### src/rtl/bpdc_pkg.sv
// shared types and constants for the backlight pulse dimming controller
// no dependencies; imported by the controller, the datapath and the top level
`timescale 1ns / 1ps

package bpdc_pkg;

   // default number of brightness steps
   localparam int STEPS_DEFAULT = 16;

   // field widths on the stream buses
   localparam int LEVEL_W     = 8;
   localparam int STEP_OUT_W  = 4;
   localparam int REQ_DATA_W  = 8;
   localparam int RSP_DATA_W  = 8;

   // mapping constants: target = (level * (STEPS - 1) + ROUND_ADD) / FULL_LEVEL
   localparam int ROUND_ADD   = 127;
   localparam int FULL_LEVEL  = 255;

   // pin action codes
   typedef logic [1:0] action_type;
   localparam action_type ACT_OFF      = 2'd0;
   localparam action_type ACT_ENABLE   = 2'd1;
   localparam action_type ACT_PULSE    = 2'd2;
   localparam action_type ACT_NOCHANGE = 2'd3;

   // commands from the controller to the datapath
   typedef struct packed {
      logic       load;    // capture the request level
      logic       sum;     // form level * (STEPS - 1) + rounding
      logic       div;     // divide the sum by the full level
      logic       plan;    // work out the pulse count, commit the step
      logic       emit;    // load the result register
      logic       dec;     // count one pulse off
      logic       last;    // last flag of the emitted result
      action_type action;  // action code of the emitted result
   } cmd_type;

   // status from the datapath to the controller
   typedef struct packed {
      logic target_zero;  // target step is 0
      logic cur_zero;     // backlight was off before this request
      logic pulses_zero;  // no dimming pulse left
      logic count_one;    // exactly one dimming pulse left
      logic out_free;     // result register can take a new result
   } status_type;

endpackage

### src/rtl/backlight_pulse_dimming_controller_core.sv
// top level of the backlight pulse dimming controller
// depends on bpdc_pkg, bpdc_controller and bpdc_datapath
//
//   channel   direction  data                                  tlast
//   req_      in         tdata[7:0] level                      -
//   rsp_      out        tdata[1:0] action, tdata[5:2] step    last pin action
//
// a request is loaded, summed, divided and planned; the first-action state emits nothing when
// the request opens with a dimming pulse; a request gives 1 to STEPS pin actions in all
// the pulse counter sets the length of a request
// the next request is taken as soon as the final action sits in the result register
// a stalled rsp_ side holds the sequencer in place, no action is lost
// synchronous active-high reset: backlight taken as off (step 0), no result pending
`timescale 1ns / 1ps

module backlight_pulse_dimming_controller_core
   import bpdc_pkg::*;
#(
   parameter int STEPS = STEPS_DEFAULT
) (
   input  logic                  clock,
   input  logic                  reset,
   input  logic                  req_tvalid,
   output logic                  req_tready,
   input  logic [REQ_DATA_W-1:0] req_tdata,   // [7:0] level
   output logic                  rsp_tvalid,
   input  logic                  rsp_tready,
   output logic [RSP_DATA_W-1:0] rsp_tdata,   // [1:0] action, [5:2] step, [7:6] zero
   output logic                  rsp_tlast
);

   cmd_type               cmd;
   status_type            status;
   action_type            rsp_action;
   logic [STEP_OUT_W-1:0] rsp_step;

   bpdc_controller u_controller (
      .clock     (clock),
      .reset     (reset),
      .req_valid (req_tvalid),
      .req_ready (req_tready),
      .status    (status),
      .cmd       (cmd)
   );

   bpdc_datapath #(
      .STEPS (STEPS)
   ) u_datapath (
      .clock      (clock),
      .reset      (reset),
      .level      (req_tdata[LEVEL_W-1:0]),
      .cmd        (cmd),
      .status     (status),
      .rsp_valid  (rsp_tvalid),
      .rsp_ready  (rsp_tready),
      .rsp_action (rsp_action),
      .rsp_step   (rsp_step),
      .rsp_last   (rsp_tlast)
   );

   // pack the result fields
   assign rsp_tdata = {(RSP_DATA_W - STEP_OUT_W - 2)'(0), rsp_step, rsp_action};

   // a taken request blocks the next one while it is mapped
   assert property (@(posedge clock) disable iff (reset)
      (req_tvalid && req_tready) |=> !req_tready)
      else $error("request accepted while the previous one is mapped");

   // an off action always closes its request
   assert property (@(posedge clock) disable iff (reset)
      (rsp_tvalid && rsp_tdata[1:0] == ACT_OFF) |-> rsp_tlast)
      else $error("off action without last");

   // a no-change action always closes its request
   assert property (@(posedge clock) disable iff (reset)
      (rsp_tvalid && rsp_tdata[1:0] == ACT_NOCHANGE) |-> rsp_tlast)
      else $error("no-change action without last");

   // turning on is always followed by at least one dimming pulse
   assert property (@(posedge clock) disable iff (reset)
      (rsp_tvalid && rsp_tdata[1:0] == ACT_ENABLE) |-> !rsp_tlast)
      else $error("enable action marked last");

endmodule

### src/rtl/bpdc_datapath.sv
// datapath: step mapping, current step, pulse counter and result register
// depends on bpdc_pkg; driven by bpdc_controller
`timescale 1ns / 1ps

module bpdc_datapath
   import bpdc_pkg::*;
#(
   parameter int STEPS = STEPS_DEFAULT
) (
   input  logic                  clock,
   input  logic                  reset,
   input  logic [LEVEL_W-1:0]    level,
   input  cmd_type               cmd,
   output status_type            status,
   output logic                  rsp_valid,
   input  logic                  rsp_ready,
   output action_type            rsp_action,
   output logic [STEP_OUT_W-1:0] rsp_step,
   output logic                  rsp_last
);

   // step values 0..STEPS-1 and the widest mapping sum
   localparam int SW = $clog2(STEPS);
   localparam int XW = $clog2(FULL_LEVEL * (STEPS - 1) + ROUND_ADD + 1);
   localparam logic [SW:0] STEPS_W = (SW + 1)'(STEPS);

   logic [LEVEL_W-1:0]    level_ff, level_in;
   logic [XW-1:0]         sum_ff, sum_in;
   logic [SW-1:0]         target_ff, target_in;
   logic [SW-1:0]         cur_ff, cur_in;
   logic [SW-1:0]         count_ff, count_in;
   logic                  target_zero_ff, target_zero_in;
   logic                  cur_zero_ff, cur_zero_in;
   logic                  rsp_valid_ff, rsp_valid_in;
   action_type            rsp_action_ff, rsp_action_in;
   logic [STEP_OUT_W-1:0] rsp_step_ff, rsp_step_in;
   logic                  rsp_last_ff, rsp_last_in;

   logic [XW:0]           div_sum;
   logic [SW:0]           pulses;
   logic                  out_free;

   // divide by 255: (x + (x >> 8) + 1) >> 8, exact for x below 65535
   assign div_sum = {1'b0, sum_ff} + (XW + 1)'(sum_ff >> 8) + (XW + 1)'(1);

   // pulse count modulo STEPS from the current and target steps
   always_comb begin
      if (cur_ff == '0) begin
         pulses = STEPS_W - {1'b0, target_ff};
      end else if (cur_ff >= target_ff) begin
         pulses = {1'b0, cur_ff} - {1'b0, target_ff};
      end else begin
         pulses = STEPS_W + {1'b0, cur_ff} - {1'b0, target_ff};
      end
   end

   assign out_free = !rsp_valid_ff || rsp_ready;

   // next values
   always_comb begin
      level_in       = level_ff;
      sum_in         = sum_ff;
      target_in      = target_ff;
      cur_in         = cur_ff;
      count_in       = count_ff;
      target_zero_in = target_zero_ff;
      cur_zero_in    = cur_zero_ff;
      rsp_valid_in   = rsp_valid_ff;
      rsp_action_in  = rsp_action_ff;
      rsp_step_in    = rsp_step_ff;
      rsp_last_in    = rsp_last_ff;

      if (cmd.load) begin
         level_in = level;
      end
      if (cmd.sum) begin
         sum_in = XW'(level_ff) * XW'(STEPS - 1) + XW'(ROUND_ADD);
      end
      if (cmd.div) begin
         target_in = SW'(div_sum >> 8);
      end
      // the step is committed here, the flags keep what the emit stage needs
      if (cmd.plan) begin
         count_in       = SW'(pulses);
         target_zero_in = (target_ff == '0);
         cur_zero_in    = (cur_ff == '0);
         cur_in         = target_ff;
      end
      if (cmd.dec) begin
         count_in = count_ff - SW'(1);
      end

      // result register
      if (rsp_ready) begin
         rsp_valid_in = 1'b0;
      end
      if (cmd.emit) begin
         rsp_valid_in  = 1'b1;
         rsp_action_in = cmd.action;
         rsp_step_in   = STEP_OUT_W'(target_ff);
         rsp_last_in   = cmd.last;
      end
   end

   // control state
   always_ff @(posedge clock) begin
      if (reset) begin
         cur_ff       <= '0;
         rsp_valid_ff <= 1'b0;
      end else begin
         cur_ff       <= cur_in;
         rsp_valid_ff <= rsp_valid_in;
      end
   end

   // payload
   always_ff @(posedge clock) begin
      level_ff       <= level_in;
      sum_ff         <= sum_in;
      target_ff      <= target_in;
      count_ff       <= count_in;
      target_zero_ff <= target_zero_in;
      cur_zero_ff    <= cur_zero_in;
      rsp_action_ff  <= rsp_action_in;
      rsp_step_ff    <= rsp_step_in;
      rsp_last_ff    <= rsp_last_in;
   end

   assign status.target_zero = target_zero_ff;
   assign status.cur_zero    = cur_zero_ff;
   assign status.pulses_zero = (count_ff == '0);
   assign status.count_one   = (count_ff == SW'(1));
   assign status.out_free    = out_free;

   assign rsp_valid  = rsp_valid_ff;
   assign rsp_action = rsp_action_ff;
   assign rsp_step   = rsp_step_ff;
   assign rsp_last   = rsp_last_ff;

endmodule

### src/rtl/bpdc_controller.sv
// controller: sequences mapping, planning and emission of pin actions
// depends on bpdc_pkg; drives bpdc_datapath
`timescale 1ns / 1ps

module bpdc_controller
   import bpdc_pkg::*;
(
   input  logic       clock,
   input  logic       reset,
   input  logic       req_valid,
   output logic       req_ready,
   input  status_type status,
   output cmd_type    cmd
);

   localparam logic [2:0] S_IDLE  = 3'd0;
   localparam logic [2:0] S_SUM   = 3'd1;
   localparam logic [2:0] S_DIV   = 3'd2;
   localparam logic [2:0] S_PLAN  = 3'd3;
   localparam logic [2:0] S_FIRST = 3'd4;
   localparam logic [2:0] S_PULSE = 3'd5;

   logic [2:0] state_ff, state_in;

   assign req_ready = (state_ff == S_IDLE);

   // next state and commands
   always_comb begin
      state_in = state_ff;
      cmd      = '0;
      case (state_ff)
         S_IDLE: begin
            if (req_valid) begin
               cmd.load = 1'b1;
               state_in = S_SUM;
            end
         end
         S_SUM: begin
            cmd.sum  = 1'b1;
            state_in = S_DIV;
         end
         S_DIV: begin
            cmd.div  = 1'b1;
            state_in = S_PLAN;
         end
         S_PLAN: begin
            cmd.plan = 1'b1;
            state_in = S_FIRST;
         end
         // first action: off, enable, no change, or straight to pulses
         S_FIRST: begin
            if (status.target_zero) begin
               if (status.out_free) begin
                  cmd.emit   = 1'b1;
                  cmd.action = ACT_OFF;
                  cmd.last   = 1'b1;
                  state_in   = S_IDLE;
               end
            end else if (status.cur_zero) begin
               if (status.out_free) begin
                  cmd.emit   = 1'b1;
                  cmd.action = ACT_ENABLE;
                  cmd.last   = status.pulses_zero;
                  state_in   = status.pulses_zero ? S_IDLE : S_PULSE;
               end
            end else if (status.pulses_zero) begin
               if (status.out_free) begin
                  cmd.emit   = 1'b1;
                  cmd.action = ACT_NOCHANGE;
                  cmd.last   = 1'b1;
                  state_in   = S_IDLE;
               end
            end else begin
               state_in = S_PULSE;
            end
         end
         // one dimming pulse per free result slot
         S_PULSE: begin
            if (status.out_free) begin
               cmd.emit   = 1'b1;
               cmd.dec    = 1'b1;
               cmd.action = ACT_PULSE;
               cmd.last   = status.count_one;
               if (status.count_one) begin
                  state_in = S_IDLE;
               end
            end
         end
         default: begin
            state_in = S_IDLE;
         end
      endcase
   end

   always_ff @(posedge clock) begin
      if (reset) begin
         state_ff <= S_IDLE;
      end else begin
         state_ff <= state_in;
      end
   end

endmodule

### config.mk
export PLATFORM = sky130hd
export DESIGN_NAME = backlight_pulse_dimming_controller_core
export DESIGN_NICKNAME = d
export VERILOG_FILES = /design/src/rtl/bpdc_pkg.sv /design/src/rtl/backlight_pulse_dimming_controller_core.sv /design/src/rtl/bpdc_datapath.sv /design/src/rtl/bpdc_controller.sv
export SDC_FILE = /design/constraint.sdc
export NUM_CORES = 1
export LEC_CHECK = 0
export ABC_CLOCK_PERIOD_IN_PS = 5960
export BUFFER_PORTS_ARGS = -buffer_cell sky130_fd_sc_hd__buf_2
export CELL_PAD_IN_SITES_DETAIL_PLACEMENT = 0
export CELL_PAD_IN_SITES_GLOBAL_PLACEMENT = 2
export CORE_ASPECT_RATIO = 2
export CORE_UTILIZATION = 40
export CTS_BUF_LIST = sky130_fd_sc_hd__clkbuf_8
export DETAILED_ROUTE_END_ITERATION = 8
export HOLD_SLACK_MARGIN = 0.08
export PLACE_DENSITY = 0.77
export SLEW_MARGIN = 20
export SYNTH_ARGS = -nofsm -noshare
export SYNTH_HDL_FRONTEND = slang
export SYNTH_SLANG_ARGS = --single-unit
### constraint.sdc
create_clock -name clock -period 5.96 [get_ports clock]
set_clock_uncertainty 0.15 [all_clocks]
set_input_delay 1.192 -clock clock [delete_from_list [all_inputs] [get_ports clock]]
set_output_delay 1.192 -clock clock [all_outputs]
set_load 0.03 [all_outputs]
==> results_dict.tcl <==
set metrics [dict create \
    outcome "complete, no violations" \
    peakVddDrop_mv 0.1946 \
    cp_slowest_stage_delay_ns 0.49 \
    avgViaCountPerCell 4.958 \
    required_ns 5.87 \
    cp_slowest_cell "fa_1" \
    cellLeakagePower_nw 1.411 \
    final_cells 381 \
    timing.critical_path.cells "inv_1 -> ha_1 -> inv_1 -> fa_1 -> inv_1 -> fa_1 -> inv_1 -> ha_1 -> and3_4 -> a2111oi_4 -> o21ai_1 -> a21oi_1 -> xnor2_1" \
    final_cell_mix "inv_1, edfxtp_1, ha_1, buf_2, a21oi_1" \
    die_h_um 123.1 \
    synthSimpleGateAreaFrac_pct 11.86 \
    hold_viol_final 0 \
    critical_path_class "reg -> reg" \
    stdcell_area_um2 3248 \
    final_common_cell "inv_1" \
    critPathBufInv 4 \
    yosysTopAreaCell "edfxtp_1" \
    setup_viol 0 \
    numCtsBuffers 5 \
    dp_cells 373 \
    grt_pass1_vias 1929 \
    postCtsHoldBufs 0 \
    min_path_type "reg -> reg" \
    synthArstFlopShare_pct 0 \
    clkLatencyLatePin_ns 0.31 \
    synth.top_cell.area_share_pct 37.87 \
    start_kind "flop" \
    max_freq_mhz 276.7 \
    synth_top_family_by_area "adder cells" \
    ys.flop_type "edfxtp_1" \
    track_usage_pct 16.28 \
    placementRows 43 \
    antenna_found_initial 0 \
    routed_wl_um 5478 \
    wire_per_inst_um 14.38 \
    wl_met3_um 112 \
    nNetsFinal 347 \
    relSlewSlack_pct 36.83 \
    syn_area_um2 2934 \
    synth_cells 266 \
    synth-adder-area-share_pct 22.52 \
    yosys.area_share.xor_xnor_pct 6.269 \
    synthMuxAreaShare_pct 0.6823 \
    wl_met1_um 1608 \
    ant_nets 0 \
    route.met2.wl_um 3666 \
    path_common_cell "inv_1" \
    cts_max_path_buffers 2 \
    p_per_area_nw_per_um2 333.9 \
    dieWidth_um 62.56 \
    dr.pass1.iters 4 \
    grt-ovfl-total 0 \
    synth_area_per_cell_um2 11.03 \
    cp_top_family "adder cells" \
    synth-edff-count 37 \
    synth.top_cells.by_area "edfxtp_1, ha_1, fa_1, inv_1, dfxtp_1" \
    crit_arrival_ns 3.53 \
    synth-seq-area-share_pct 43.33 \
    area_growth_pct 10.70 \
    place_area_um2 3133 \
    fin_util_pct 46.44 \
    rsz0062_at_grt "false" \
    maxCapViolCount 0 \
    core_area_um2 6994 \
    grt_max_degree 16 \
    synthDistinctLibCells 41 \
    num_io_pins 23 \
    critPathCaptureType "flop" \
    slew_viol_final 0 \
    cts_tree "yes" \
    cts.reportedPaths.clkPinSlew_ns 0.09 \
    tightest_slew_ns 0.9434 \
    ctsHtreeMaxLevel 2 \
    gp_congestion 0.8029 \
    dp_hpwl_um 4635 \
    numPortBuffers 20 \
    clock-sinks 45 \
    cts_resized 0 \
    die-area_um2 7702 \
    drc_errors 0 \
    first_iter_violations 124 \
    drive_gt1_share_pct 12.37 \
    root_buffer "clkbuf_8" \
    final.setup.tns_ns 0 \
    grt_pass1_wl_um 9080 \
    ys_seq_elements 45 \
    cts_setup_buffers 0 \
    crit_fanout 6 \
    routed.top_layer "met4" \
    synth_compound_area_share_pct 8.955 \
    r2r_slack_ns 2.35 \
    yosysWarnings 0 \
    fin_crit_sh_pct 60.64 \
    num_vias 1889 \
    antenna_cells 0 \
    finalCriticalPeriod_ns 3.614 \
    initial_core_util_pct 41.95 \
]
## cell type report
type	count	area [um^2]
repair buffers	20	100.1
clock inverters	3	46.29
fillers	704	3746
flip-flops and latches	45	1271
inverters	43	161.4
multi-input cells	175	1488
well taps	90	112.6
clock buffers	5	68.82
## cell usage after synthesis (2+ instances only)
| cell type | number |
|---|---|
| xor2_1 | 11 |
| nand2b_1 | 2 |
| a21o_2 | 2 |
| mux2i_1 | 2 |
| ha_1 | 32 |
| xnor2_1 | 10 |
| nand4_1 | 2 |
| nor3_1 | 7 |
| nor2_1 | 13 |
| edfxtp_1 | 37 |
| fa_1 | 13 |
| a21oi_1 | 19 |
| a211o_1 | 2 |
| nand3b_1 | 2 |
| nor3b_1 | 6 |
| dfxtp_1 | 8 |
| buf_4 | 2 |
| nand3_1 | 7 |
| o21ai_0 | 6 |
| inv_1 | 43 |
| o21bai_1 | 2 |
| nand2_1 | 16 |
| and3_1 | 2 |
| a211oi_1 | 2 |
| nor2b_1 | 2 |
## state kept, by name (all words and copies together), names as in the netlist
| name | count |
|---|---|
| u_datapath.count_ff | 4 |
| u_datapath.target_zero_ff | 1 |
| u_datapath.rsp_step | 4 |
| u_datapath.cur_zero_ff | 1 |
| u_datapath.sum_ff | 12 |
| u_datapath.level_ff | 8 |
| u_datapath.cur_ff | 4 |
| u_controller.state_ff | 3 |
| u_datapath.target_ff | 4 |
| u_datapath.rsp_valid | 1 |
| u_datapath.rsp_action | 2 |
| u_datapath.rsp_last | 1 |
## worst reg2reg max path: stages (launching register included)
cell	delay [ns]
edfxtp_1	0.39
inv_1	0.10
ha_1	0.28
inv_1	0.05
fa_1	0.49
inv_1	0.05
fa_1	0.49
inv_1	0.04
ha_1	0.35
and3_4	0.18
a2111oi_4	0.43
o21ai_1	0.13
a21oi_1	0.18
xnor2_1	0.07
## worst paths after layout
check             cells past startpoint                               from                                 to
setup / recovery                     13   u_datapath.level_ff[3]$_DFFE_PP_    u_datapath.sum_ff[10]$_DFFE_PP_
hold / removal                        2  u_datapath.cur_ff[2]$_SDFFE_PP0P_  u_datapath.cur_ff[2]$_SDFFE_PP0P_
setup reg to reg                     13   u_datapath.level_ff[3]$_DFFE_PP_    u_datapath.sum_ff[10]$_DFFE_PP_
hold reg to reg                       2  u_datapath.cur_ff[2]$_SDFFE_PP0P_  u_datapath.cur_ff[2]$_SDFFE_PP0P_
## through the flow
step	total power [mW]	worst slack (ns)	hold WS, ns
floorplan	0.7734	2.486	0.3275
global placement	0.8617	2.344	0.3543
detailed placement	0.8633	2.314	0.3545
CTS	1.107	2.308	0.3676
global route	1.179	2.052	0.4004
finish	1.085	2.346	0.3632
## metal layers
metal / up-vias / global-route usage (%)
li1: 952 / -
met1: 905 / 12.63
met2: 26 / 35.80
met3: 6 / 2.768
met4: 0 / 8.140
met5: - / 0
## where the power goes
group | switching [mW] | internal, mW
sequential | 0.0310 | 0.406
combinational | 0.222 | 0.188
clock | 0.112 | 0.126
## cells by family after synthesis
family / after synthesis
compound gates: 40
xor+xnor: 21
fa+ha+maj: 45
buf+inv: 47
flops: 45
mux: 2
other cells: 1
simple gates: 65
Power figures use the tool's default switching activity.
